===== src/hdl/skvma_pkg.sv =====
// Shared types and constants for the sorted key/value merge-add block.
// No dependencies; used by every file under hdl.
`default_nettype none

package skvma_pkg;

    localparam int DEPTH  = 32;
    localparam int KEY_W  = 16;
    localparam int VAL_W  = 16;
    localparam int SUM_W  = VAL_W + 1;
    localparam int ADDR_W = (DEPTH > 1) ? $clog2(DEPTH) : 1;
    localparam int CNT_W  = $clog2(DEPTH + 1);

    typedef struct packed {
        logic [KEY_W-1:0] key;
        logic [VAL_W-1:0] value;
    } t_entry;

    // one list store's port bundle
    typedef struct packed {
        logic              we;
        logic [ADDR_W-1:0] waddr;
        t_entry            wdata;
        logic [ADDR_W-1:0] raddr;
    } t_store_req;

    typedef enum logic [1:0] {
        ST_LOAD,
        ST_FETCH,
        ST_MERGE
    } t_state;

endpackage

`default_nettype wire


===== src/hdl/skvma_store.sv =====
// List store: DEPTH entries, one write and one registered read per cycle.
// Depends on skvma_pkg.
`default_nettype none

module skvma_store (
    input  wire logic                  i_clk,
    input  wire skvma_pkg::t_store_req i_req,
    output skvma_pkg::t_entry          o_rdata
);

    skvma_pkg::t_entry r_mem [skvma_pkg::DEPTH];
    skvma_pkg::t_entry r_rdata;

    always_ff @(posedge i_clk) begin
        if (i_req.we) begin
            r_mem[i_req.waddr] <= i_req.wdata;
        end
        r_rdata <= r_mem[i_req.raddr];
    end

    assign o_rdata = r_rdata;

endmodule

`default_nettype wire


===== src/hdl/sorted_key_value_merge_add.sv =====
// Sorted key/value merge-add: loads two ascending lists, then merges them,
// summing the values of shared keys. Depends on skvma_pkg and skvma_store.
//
// Usage: send entries one request per cycle; list_id picks the list and
// end_of_list closes it. Loading accepts one request per cycle. The request
// that closes the second list starts the merge, during which o_in_stall is
// high. For each result the merge reads both list stores in a fetch state,
// then does the shared key compare and value add in a merge state, which
// waits while the output is stalled; the input stays stalled until the final
// result is made. The final result carries last_in_run and then all list state is
// cleared; overflow is set on every result of a run in which an entry was
// dropped (list full, or list already closed). Keys are not checked for
// order. The output register lets loading of the next run start while the
// final result still waits to be taken.
`default_nettype none

module sorted_key_value_merge_add (
    input  wire logic                          i_clk,
    input  wire logic                          i_rst_n,
    // input requests
    input  wire logic                          i_in_valid,
    output logic                               o_in_stall,
    input  wire logic                          i_list_id,
    input  wire logic [skvma_pkg::KEY_W-1:0]   i_key,
    input  wire logic [skvma_pkg::VAL_W-1:0]   i_value,
    input  wire logic                          i_end_of_list,
    // result requests
    output logic                               o_out_valid,
    input  wire logic                          i_out_stall,
    output logic [skvma_pkg::KEY_W-1:0]        o_out_key,
    output logic [skvma_pkg::SUM_W-1:0]        o_out_sum,
    output logic                               o_last_in_run,
    output logic                               o_overflow
);

    localparam int CW = skvma_pkg::CNT_W;
    localparam int AW = skvma_pkg::ADDR_W;

    skvma_pkg::t_state r_state, n_state;
    logic [CW-1:0] r_cnt0, n_cnt0, r_cnt1, n_cnt1;
    logic          r_closed0, n_closed0, r_closed1, n_closed1;
    logic          r_drop, n_drop;
    logic [CW-1:0] r_i, n_i, r_j, n_j;

    logic                        r_out_valid, n_out_valid;
    logic [skvma_pkg::KEY_W-1:0] r_out_key, n_out_key;
    logic [skvma_pkg::SUM_W-1:0] r_out_sum, n_out_sum;
    logic                        r_out_last, n_out_last;
    logic                        r_out_ovf, n_out_ovf;

    skvma_pkg::t_store_req req0, req1;
    skvma_pkg::t_entry     rd0, rd1;

    logic          accept_in, sel_closed, sel_full, writing;
    logic [CW-1:0] sel_cnt;
    logic          a_ok, b_ok, k_lt, k_eq, take_a, take_b, out_free, is_last;
    logic [skvma_pkg::SUM_W-1:0] add_a, add_b;
    logic [CW-1:0] step_i, step_j;

    // ---- list stores ----
    skvma_store u_store0 (.i_clk(i_clk), .i_req(req0), .o_rdata(rd0));
    skvma_store u_store1 (.i_clk(i_clk), .i_req(req1), .o_rdata(rd1));

    // ---- loading ----
    assign accept_in  = i_in_valid && (r_state == skvma_pkg::ST_LOAD);
    assign sel_closed = i_list_id ? r_closed1 : r_closed0;
    assign sel_cnt    = i_list_id ? r_cnt1 : r_cnt0;
    assign sel_full   = (sel_cnt >= CW'(skvma_pkg::DEPTH));
    assign writing    = accept_in && !sel_closed && !sel_full;

    always_comb begin
        req0.we    = writing && !i_list_id;
        req0.waddr = r_cnt0[AW-1:0];
        req0.wdata = '{key: i_key, value: i_value};
        req0.raddr = r_i[AW-1:0];
        req1.we    = writing && i_list_id;
        req1.waddr = r_cnt1[AW-1:0];
        req1.wdata = '{key: i_key, value: i_value};
        req1.raddr = r_j[AW-1:0];
    end

    // ---- shared compare / add unit ----
    assign a_ok   = (r_i < r_cnt0);
    assign b_ok   = (r_j < r_cnt1);
    assign k_lt   = (rd0.key < rd1.key);
    assign k_eq   = (rd0.key == rd1.key);
    assign take_a = a_ok && (!b_ok || k_eq || k_lt);
    assign take_b = b_ok && (!a_ok || k_eq || !k_lt);
    assign add_a  = take_a ? {1'b0, rd0.value} : '0;
    assign add_b  = take_b ? {1'b0, rd1.value} : '0;
    assign step_i = r_i + CW'(take_a);
    assign step_j = r_j + CW'(take_b);
    assign is_last = !((step_i < r_cnt0) || (step_j < r_cnt1));

    assign out_free = !r_out_valid || !i_out_stall;

    // ---- sequencer ----
    always_comb begin
        n_state     = r_state;
        n_cnt0      = r_cnt0;
        n_cnt1      = r_cnt1;
        n_closed0   = r_closed0;
        n_closed1   = r_closed1;
        n_drop      = r_drop;
        n_i         = r_i;
        n_j         = r_j;
        n_out_valid = r_out_valid && i_out_stall;
        n_out_key   = r_out_key;
        n_out_sum   = r_out_sum;
        n_out_last  = r_out_last;
        n_out_ovf   = r_out_ovf;

        unique case (r_state)
            skvma_pkg::ST_LOAD: begin
                if (accept_in) begin
                    if (sel_closed || sel_full) begin
                        n_drop = 1'b1;
                    end
                    if (writing && !i_list_id) begin
                        n_cnt0 = r_cnt0 + CW'(1);
                    end
                    if (writing && i_list_id) begin
                        n_cnt1 = r_cnt1 + CW'(1);
                    end
                    // end mark only counts on an open list
                    if (!sel_closed && i_end_of_list) begin
                        if (i_list_id) begin
                            n_closed1 = 1'b1;
                        end else begin
                            n_closed0 = 1'b1;
                        end
                    end
                    if (n_closed0 && n_closed1) begin
                        n_i     = '0;
                        n_j     = '0;
                        n_state = skvma_pkg::ST_FETCH;
                    end
                end
            end
            skvma_pkg::ST_FETCH: begin
                n_state = skvma_pkg::ST_MERGE;
            end
            skvma_pkg::ST_MERGE: begin
                if (out_free) begin
                    n_out_valid = 1'b1;
                    n_out_key   = take_a ? rd0.key : rd1.key;
                    n_out_sum   = add_a + add_b;
                    n_out_last  = is_last;
                    n_out_ovf   = r_drop;
                    n_i         = step_i;
                    n_j         = step_j;
                    if (is_last) begin
                        n_cnt0    = '0;
                        n_cnt1    = '0;
                        n_closed0 = 1'b0;
                        n_closed1 = 1'b0;
                        n_drop    = 1'b0;
                        n_state   = skvma_pkg::ST_LOAD;
                    end else begin
                        n_state = skvma_pkg::ST_FETCH;
                    end
                end
            end
            default: begin
                n_state = skvma_pkg::ST_LOAD;
            end
        endcase
    end

    // control state
    always_ff @(posedge i_clk) begin
        if (!i_rst_n) begin
            r_state     <= skvma_pkg::ST_LOAD;
            r_cnt0      <= '0;
            r_cnt1      <= '0;
            r_closed0   <= 1'b0;
            r_closed1   <= 1'b0;
            r_drop      <= 1'b0;
            r_out_valid <= 1'b0;
        end else begin
            r_state     <= n_state;
            r_cnt0      <= n_cnt0;
            r_cnt1      <= n_cnt1;
            r_closed0   <= n_closed0;
            r_closed1   <= n_closed1;
            r_drop      <= n_drop;
            r_out_valid <= n_out_valid;
        end
    end

    // merge pointers and result payload, no reset needed
    always_ff @(posedge i_clk) begin
        r_i        <= n_i;
        r_j        <= n_j;
        r_out_key  <= n_out_key;
        r_out_sum  <= n_out_sum;
        r_out_last <= n_out_last;
        r_out_ovf  <= n_out_ovf;
    end

    assign o_in_stall    = (r_state != skvma_pkg::ST_LOAD);
    assign o_out_valid   = r_out_valid;
    assign o_out_key     = r_out_key;
    assign o_out_sum     = r_out_sum;
    assign o_last_in_run = r_out_last;
    assign o_overflow    = r_out_ovf;

endmodule

`default_nettype wire


===== config.mk =====
export PLATFORM = sky130hd
export DESIGN_NAME = sorted_key_value_merge_add
export DESIGN_NICKNAME = d
export VERILOG_FILES = /design/src/hdl/skvma_pkg.sv /design/src/hdl/skvma_store.sv /design/src/hdl/sorted_key_value_merge_add.sv
export SDC_FILE = /design/constraint.sdc
export NUM_CORES = 2
export LEC_CHECK = 0
export BUFFER_PORTS_ARGS = -buffer_cell sky130_fd_sc_hd__buf_2
export CORE_ASPECT_RATIO = 1.25
export CORE_MARGIN = 5
export CORE_UTILIZATION = 45
export DETAILED_ROUTE_END_ITERATION = 10
export PLACE_DENSITY = 0.58
export SLEW_MARGIN = 20
export SYNTH_ARGS = -nofsm -noshare
export SYNTH_HDL_FRONTEND = slang
export SYNTH_HIERARCHICAL = 1
export SYNTH_SLANG_ARGS = --single-unit

===== constraint.sdc =====
create_clock -name i_clk -period 10.6 [get_ports i_clk]
set_clock_uncertainty 0.15 [all_clocks]
set_input_delay 1.06 -clock i_clk [delete_from_list [all_inputs] [get_ports i_clk]]
set_output_delay 1.06 -clock i_clk [all_outputs]
set_load 0.02 [all_outputs]

### After elaboration in Yosys (flattened, before gate mapping)

Memory sizes are Yosys's and may differ from the RTL's. A register that Yosys moved wholly into a read port is not among the register bits.
Index checks and enable logic that the tools add are counted.

| cells by class | value |
|---|---|
| muxes and demuxes | 47 |
| $add $sub $neg | 5 |
| magnitude comparators | 6 |
| equal/unequal tests | 10 |
| reduce and logical (&&, ||, !) cells | 36 |

Operators by type and width:

| kind | count |
|---|---|
| 6-bit 2-to-1 mux | 11 |
| 16-bit 2-to-1 mux | 3 |
| 6-bit case mux with 2 select lines | 4 |
| 6-bit less-than comparator | 4 |
| 1-bit 2-to-1 mux | 22 |
| 16-bit by 16-bit adder with 17-bit output | 1 |
| 16-bit equality test | 1 |
| 16-bit less-than comparator | 1 |
| 5-bit AND reduction | 3 |
| 6-bit by 1-bit adder with 6-bit output | 2 |
| 6-bit by 1-bit adder with 6-bit output, second input constant | 2 |
| 1-bit logical AND | 10 |
| 2-bit inequality test, second input constant | 5 |
| 1-bit logical NOT | 9 |
| 4-bit AND reduction | 2 |
| 1-bit logical OR | 7 |
| 6-bit >= comparator, second input constant | 1 |
| 2-bit 2-to-1 mux | 3 |
| 1-bit case mux with 2 select lines | 3 |
| 2-bit case mux with 3 select lines | 1 |
| 2-bit by 1-bit inequality test with 1-bit output, second input constant | 2 |
| 2-bit nonzero test | 2 |
| 3-bit AND reduction | 1 |
| 2-bit by 1-bit equality test with 1-bit output, second input constant | 1 |
| 3 further kinds | 3 |

| storage, ports and cells | value |
|---|---|
| RAM bits | 2,048 |
| word-level logic and storage cells | 119 |
| memories kept | 2 |
| input port bits | 38 |
| output and inout port bits | 37 |
| bits in registers | 65 |

Memory list:

| memory | words | width | read ports | clocked after Yosys merged registers in | write ports | line | text |
|---|---|---|---|---|---|---|---|
| u_store0.r_mem | 32 | 32 | 1 | 1 | 1 | skvma_store.sv:11 | `skvma_pkg::t_entry r_mem [skvma_pkg::DEPTH];` |
| u_store1.r_mem | 32 | 32 | 1 | 1 | 1 | skvma_store.sv:11 |  |

### Depth between registers and ports, before layout

| logic depth | value |
|---|---|
| word-level depth | 11 |
| gate-level depth with buffers | 20 |
| depth with buffers taken out | 19 |

### By module

The synthesis kept the hierarchy.

By module, submodules not included:

| module | instances | cells an instance | seq. area each (µm²) | area an instance (µm²) |
|---|---|---|---|---|
| skvma_store (u_store0) | 1 | 2,260 | 31,390.1 | 40,492.6 |
| skvma_store (u_store1) | 1 | 2,260 | 31,390.1 | 40,485.1 |
| sorted_key_value_merge_add | 1 | 443 | 1,771.7 | 4,474.3 |

### Least setup slack after synthesis

OpenSTA, ideal clock, no wires.

| timing | value |
|---|---|
| kind | flip-flop to flip-flop |
| start point | register r_cnt1[2] |
| end point | register r_out_sum (netlist bit o_out_sum[12]) (data pin) |
| period minus slack after synthesis | 4.222 ns |
| arrival time | 3.811 ns |
| path buffers | 1 |
| cell stages (with the launch flop) | 19 |
| library setup time | 0.262 ns |
| setup slack | 6.378 ns |
| data required time | 10.188 ns |
| cell sequence | dfxtp_1 -> inv_1 -> ha_1 -> o21a_1 -> o21ai_1 -> a21oi_1 -> o21a_1 -> a211o_1 -> a22o_4 -> buf_2 -> and2_1 -> ha_1 -> fa_1 -> a21oi_1 -> o21ai_0 -> a41oi_1 -> nor2_1 -> a211oi_1 -> xnor2_1 |

| between the ends | value |
|---|---|
| word-level cells in the longest chain between the ends | 7 |
| elaborated cells on any way between the ends | 9 |
| classes of those cells | add/sub: 1; order compare: 1; mux: 2; reduce/logical: 5 |

Ends and longest elaborated chain:

| item | line | text |
|---|---|---|
| from (decl) | sorted_key_value_merge_add.sv:40 | `logic [CW-1:0] r_cnt0, n_cnt0, r_cnt1, n_cnt1;` |
| from (signal assigned) | sorted_key_value_merge_add.sv:183 | `r_cnt1 <= n_cnt1;` |
| 6-bit less-than comparator * | sorted_key_value_merge_add.sv:84 | `assign b_ok = (r_j < r_cnt1);` |
| 1-bit logical NOT | sorted_key_value_merge_add.sv:87 | `assign take_a = a_ok && (!b_ok \|\| k_eq \|\| k_lt);` |
| 1-bit logical OR (2 in a row) | sorted_key_value_merge_add.sv:87 |  |
| 1-bit logical AND | sorted_key_value_merge_add.sv:87 |  |
| 16-bit 2-to-1 mux | sorted_key_value_merge_add.sv:89 | `assign add_a = take_a ? {1'b0, rd0.value} : '0;` |
| 16-bit by 16-bit adder with 17-bit output * | sorted_key_value_merge_add.sv:147 | `n_out_sum = add_a + add_b;` |
| to (signal assigned) | sorted_key_value_merge_add.sv:196 | `r_out_sum <= n_out_sum;` |
| to (decl) | sorted_key_value_merge_add.sv:47 | `logic [skvma_pkg::SUM_W-1:0] r_out_sum, n_out_sum;` |

Mark *: on every way between the ends. The rest lies on a longest branch, timed or not.
A chain may end at the register's enable or synchronous reset.

### Worst setup path in the final report

Same ends and word-level chain as after synthesis.

==> summary by stage <==
Status
The run finished with clean final reports.

Die
75 I/O pins were placed. The floorplan die area is around 200000 sq um. The die is 497.2 um tall. The width of the die is 399.8 um. The area of the core is 188600 sq um.

The initial core utilization is 45.30%. The initialized floorplan defines 178 standard-cell rows.

STA
Setup violations remaining at the end of the flow were counted as 0. The number of slew-limit violations in the final report is 0. Derived from the worst setup path, the maximum achievable clock frequency is about 200 MHz. Setup repair after global routing left no endpoint under its margin. The measured slew at the worst slew-check pin is 1.085 ns.

On the final layout, the worst hold slack is between 0.3 and 0.4 ns. The count of final hold-check violations is 0. Measured against its own limit, the worst slew margin works out to 27.67%. The share of the clock period used by the worst path after layout is a little under half. The final critical path time including I/O delays and setup is 4.865 ns.

The setup total negative slack is 0 ns.

Critical path
The critical path goes through inv_1 -> ha_1 -> o21a_1 -> o21ai_1 -> a21oi_1 -> o21a_1 -> a211o_1 -> a22o_4 -> and2_1 -> ha_1 -> fa_1 -> a21oi_1 -> o21ai_0 -> a41oi_1 -> nor2_1 -> a211oi_1 -> xnor2_1. The terminus of the critical flop-to-flop path is o_out_sum[12]$_DFFE_PP_. The type of the worst setup path is flip-flop to flip-flop.

The type of destination of the critical path is a flip-flop. The setup slack of the worst register-to-register path is 5.73 ns. In this run the critical register-to-register path is launched from r_cnt1[2]$_SDFFE_PN0P_. The largest single stage delay on the critical path is ~0.48 ns.

The arrival time at the worst endpoint is 5.29 ns. In this run the worst path has a maximum fanout of 33. Measured in cells, the most critical reg-to-reg path has a length of 17. The data required time of the critical path is 11.02 ns. Together, buffers and inverters on the worst path number 1. The worst setup path is launched from a flip-flop. The slowest stage of the critical path belongs to the cell dfxtp_1. Grouping stages by cell kind, the critical path spends the most delay in compound AO/OA/AOI/OAI gates.

Min path
The worst hold path startpoint is r_cnt0[1]$_SDFFE_PN0P_. The worst hold path terminates at r_cnt0[1]$_SDFFE_PN0P_. The worst hold path cell count is 2. The type of the tightest min-delay check is flip-flop to flip-flop.

Place
The congestion estimate from routability-driven global placement came to 0.7889. The count of input and output buffers is 74. The count of placed standard cells including taps is 7412. The HPWL after detailed placement is 114700 um.

Synth
The top cell type by area accounts for 73.62% of the synthesized area. In this run the cell area of the synthesized design comes to 85450 sq um. The biggest area consumer among synthesized cells is edfxtp_1. Averaged over all synthesized cells, the footprint is 17.22 sq um.

The number of warnings printed during yosys synthesis is 6. Ranked by total cell area, the synthesized netlist is headed by edfxtp_1 (74%), mux2i_1 (12%), dfxtp_1 (1.9%), a22oi_1 (1.7%), a22o_1 (1.3%). The share of the Yosys chip area taken by registers is 75.54%.

The post-synthesis sequential element count is about 2200. The share of flip-flops with an asynchronous set or reset is 0%. The count of flip-flops with a built-in enable after synthesis is about 2100. The flip-flop cell with the highest count after synthesis is edfxtp_1. The count of unique library cells instantiated by Yosys is 59. The post-synthesis net count is 5060. Synthesis produced between 4000 and 5000 cells.

CTS
Once the clock tree was built, the setup fixing pass inserted 0 buffers. The total number of H-tree levels is 4. No sink is reached through more buffers than the 3 on the longest clock path.

Clock latency on the worst-skew pair, taken at its later pin, is 0.83 ns. The sink count of the clock tree is 2177. Hold repair after CTS inserted 0 buffers.

The clock root buffer is clkbuf_16. The count of cells resized by post-cts repair is 0. The total CTS buffers is 200. TritonCTS built the clock tree. The CTS clock-pin slew for the worst setup and hold paths is 0.07 ns.

Drt
After detailed routing, the average wire length per cell comes to between 20 and 30 um. The routed via count divided by cell count is between 5 and 6. The residual antenna-violating net count after detailed routing is 0. The total wirelength of the detailed-routed design is 208200 um. In the routed design, unresolved DRC markers number 0.

The number of vias after detailed routing is 44248. The first-pass iteration count of the detailed router is 5. The detailed router finished its first iteration with 3400 violations.

Final layout
The sequential cell area in the final layout is ~65000 sq um. The final core area utilization is 50.57%. Compared with the post-synthesis result, the final layout area differs by 11.64%.

The area occupied by multi-input gates is 19750 sq um. Fill cells in the final layout number 15364. The post-route netlist has 10.85% of its cells at a drive strength greater than 1. The post-layout net count is 5192.

The number of non-filler instances in the completed layout is about 7800.

Power and ir drop
Sequential cells burn 55.7% of the power. The internal power is 13.59 mW. The share of total power dissipated in combinational logic is 3.2%. For this design the static power due to leakage is ~33 nW. The reported net switching power is 3.478 mW.

The worst-case IR drop observed on VDD is 0.1257 mV. The clock network burns slightly above 40% of the power. The switching share of total power is about a fifth.

In this run the power density over the cells is ~180 nW/um^2.

Global route
The total congestion overflow is 0. The number of global-route vias before repair is 44068. Entering global routing, the biggest net connects 130 pins. The global-route wire length before repair is 303500 um. In the global route stage, overall resource usage came out at between 20 and 25%. The initial antenna violation count is 11.

Flow run
Max-cap violations in this run came to 0.
power by group through the flow:
stage / clock network (mW) / logic (mW) / registers (mW)
global route: 7.54 / 0.598 / 9.50
CTS: 7.17 / 0.556 / 9.50
global placement: 0 / 0.545 / 9.69
floorplan: 0 / 0.293 / 9.67
finish: 7.02 / 0.552 / 9.50
detailed placement: 0 / 0.554 / 9.69
metrics by stage:
stage                     instance area [sq um]  power (mW)  setup WS (ns)
after floorplan                           85450       9.958          6.378
after global placement                    88950       10.23          5.898
after detailed placement                  88970       10.24          5.793
after CTS                                 95320       17.23          5.756
after global routing                      95390       17.63          5.391
final                                     95400       17.07          5.735
routing by layer:
| layer | up-vias | track usage (%) | wire, um | part of all wire [%] |
|---|---|---|---|---|
| met4 | 4 | 5.365 | 4843 | 2.3 |
| met1 | 23088 | 27.48 | 87830 | 42 |
| li1 | 19806 | - | - | - |
| met2 | 1082 | 35.55 | 105700 | 51 |
| met3 | 268 | 3.043 | 9802 | 4.7 |
| met5 | - | 0 | 26 | 0.012 |
cells in the final DEF, fill, tap and decap left out, types with 13 or more instances in the layout:
master        n
mux2_4       13
nor2_1       18
dfxtp_1      82
clkbuf_1     60
edfxtp_1   2095
a21oi_1     222
buf_4       127
and2_1       46
clkbuf_16   205
o21ai_0      18
a31oi_1      68
nor3_1       70
buf_2        55
a22oi_1     192
xnor2_1      14
mux2i_1    1024
a22o_1      129
clkinv_1     36
nand2_1     232
nor2_4       66
inv_1        36
nand3_1     211
ha_1         58
bufinv_16    14
clkinv_2     30
logic make-up after synthesis:
group                      Yosys count  share of synthesized area [%]
and+or+nand+nor                    695                          3.792
DFF                               2177                          75.54
muxes                             1040                          12.26
adders and majority gates           59                         0.8727
buffers and inverters              299                          1.996
AOI/OAI and AO/OA                  671                          5.309
xor gates and xnor gates            22                         0.2255
layout make-up:
class	count	share of cell area [%]
clock buffers	275	5.758
clock inverters	94	0.8932
well taps	2520	3.305
repair buffers	193	1.527
diodes	4	0.01049
flip-flops and latches	2177	67.67
multi-input cells	2487	20.70
inverters	36	0.1416
registers in the layout (all words and copies together) (netlist names), 6 cells and up:
register	flops
o_out_sum	17
o_out_key	16
r_i	6
u_store0/o_rdata	32
u_store0/r_mem	1024
r_j	6
u_store1/o_rdata	32
u_store1/r_mem	1024
r_cnt1	6
r_cnt0	6
synth_stat cells (all sizes together), types with 4 or more instances:
| cell | number |
|---|---|
| edfxtp | 2095 |
| mux2i | 1024 |
| nand2 | 232 |
| a21oi | 223 |
| nand3 | 211 |
| a22oi | 192 |
| buf | 169 |
| a22o | 130 |
| clkbuf | 94 |
| nor2 | 84 |
| dfxtp | 82 |
| nor3 | 70 |
| a31oi | 68 |
| ha | 58 |
| and2 | 48 |
| inv | 36 |
| o21ai | 22 |
| mux2 | 16 |
| xnor2 | 14 |
| nand2b | 10 |
| nand3b | 10 |
| xor2 | 8 |
| nor2b | 7 |
| or3b | 7 |
| nand4 | 5 |
| o21a | 5 |
| a211oi | 4 |
worst register-to-register path, stage by stage (launching register included):
cell and delay, ns:
dfxtp_1 0.48, inv_1 0.17, ha_1 0.32, o21a_1 0.19, o21ai_1 0.11, a21oi_1 0.06
o21a_1 0.25, a211o_1 0.31, a22o_4 0.43, and2_1 0.25, ha_1 0.21, fa_1 0.46
a21oi_1 0.22, o21ai_0 0.17, a41oi_1 0.33, nor2_1 0.11, a211oi_1 0.26, xnor2_1 0.10
how the worst max path moves through the flow:
stage	start	end	cells after the start
2_1_floorplan	r_cnt1[2]$_SDFFE_PN0P_	o_out_sum[12]$_DFFE_PP_	18
3_3_place_gp	r_cnt1[2]$_SDFFE_PN0P_	o_out_sum[12]$_DFFE_PP_	17
3_5_place_dp	r_j[0]$_SDFFCE_PN0P_	u_store1/o_rdata[13]$_DFF_P_	9
4_1_cts	r_cnt1[2]$_SDFFE_PN0P_	o_out_sum[12]$_DFFE_PP_	17
5_1_grt	r_cnt1[2]$_SDFFE_PN0P_	o_out_sum[16]$_DFFE_PP_	17
6_report	r_cnt1[2]$_SDFFE_PN0P_	o_out_sum[12]$_DFFE_PP_	17
Power figures use the tool's default switching activity.
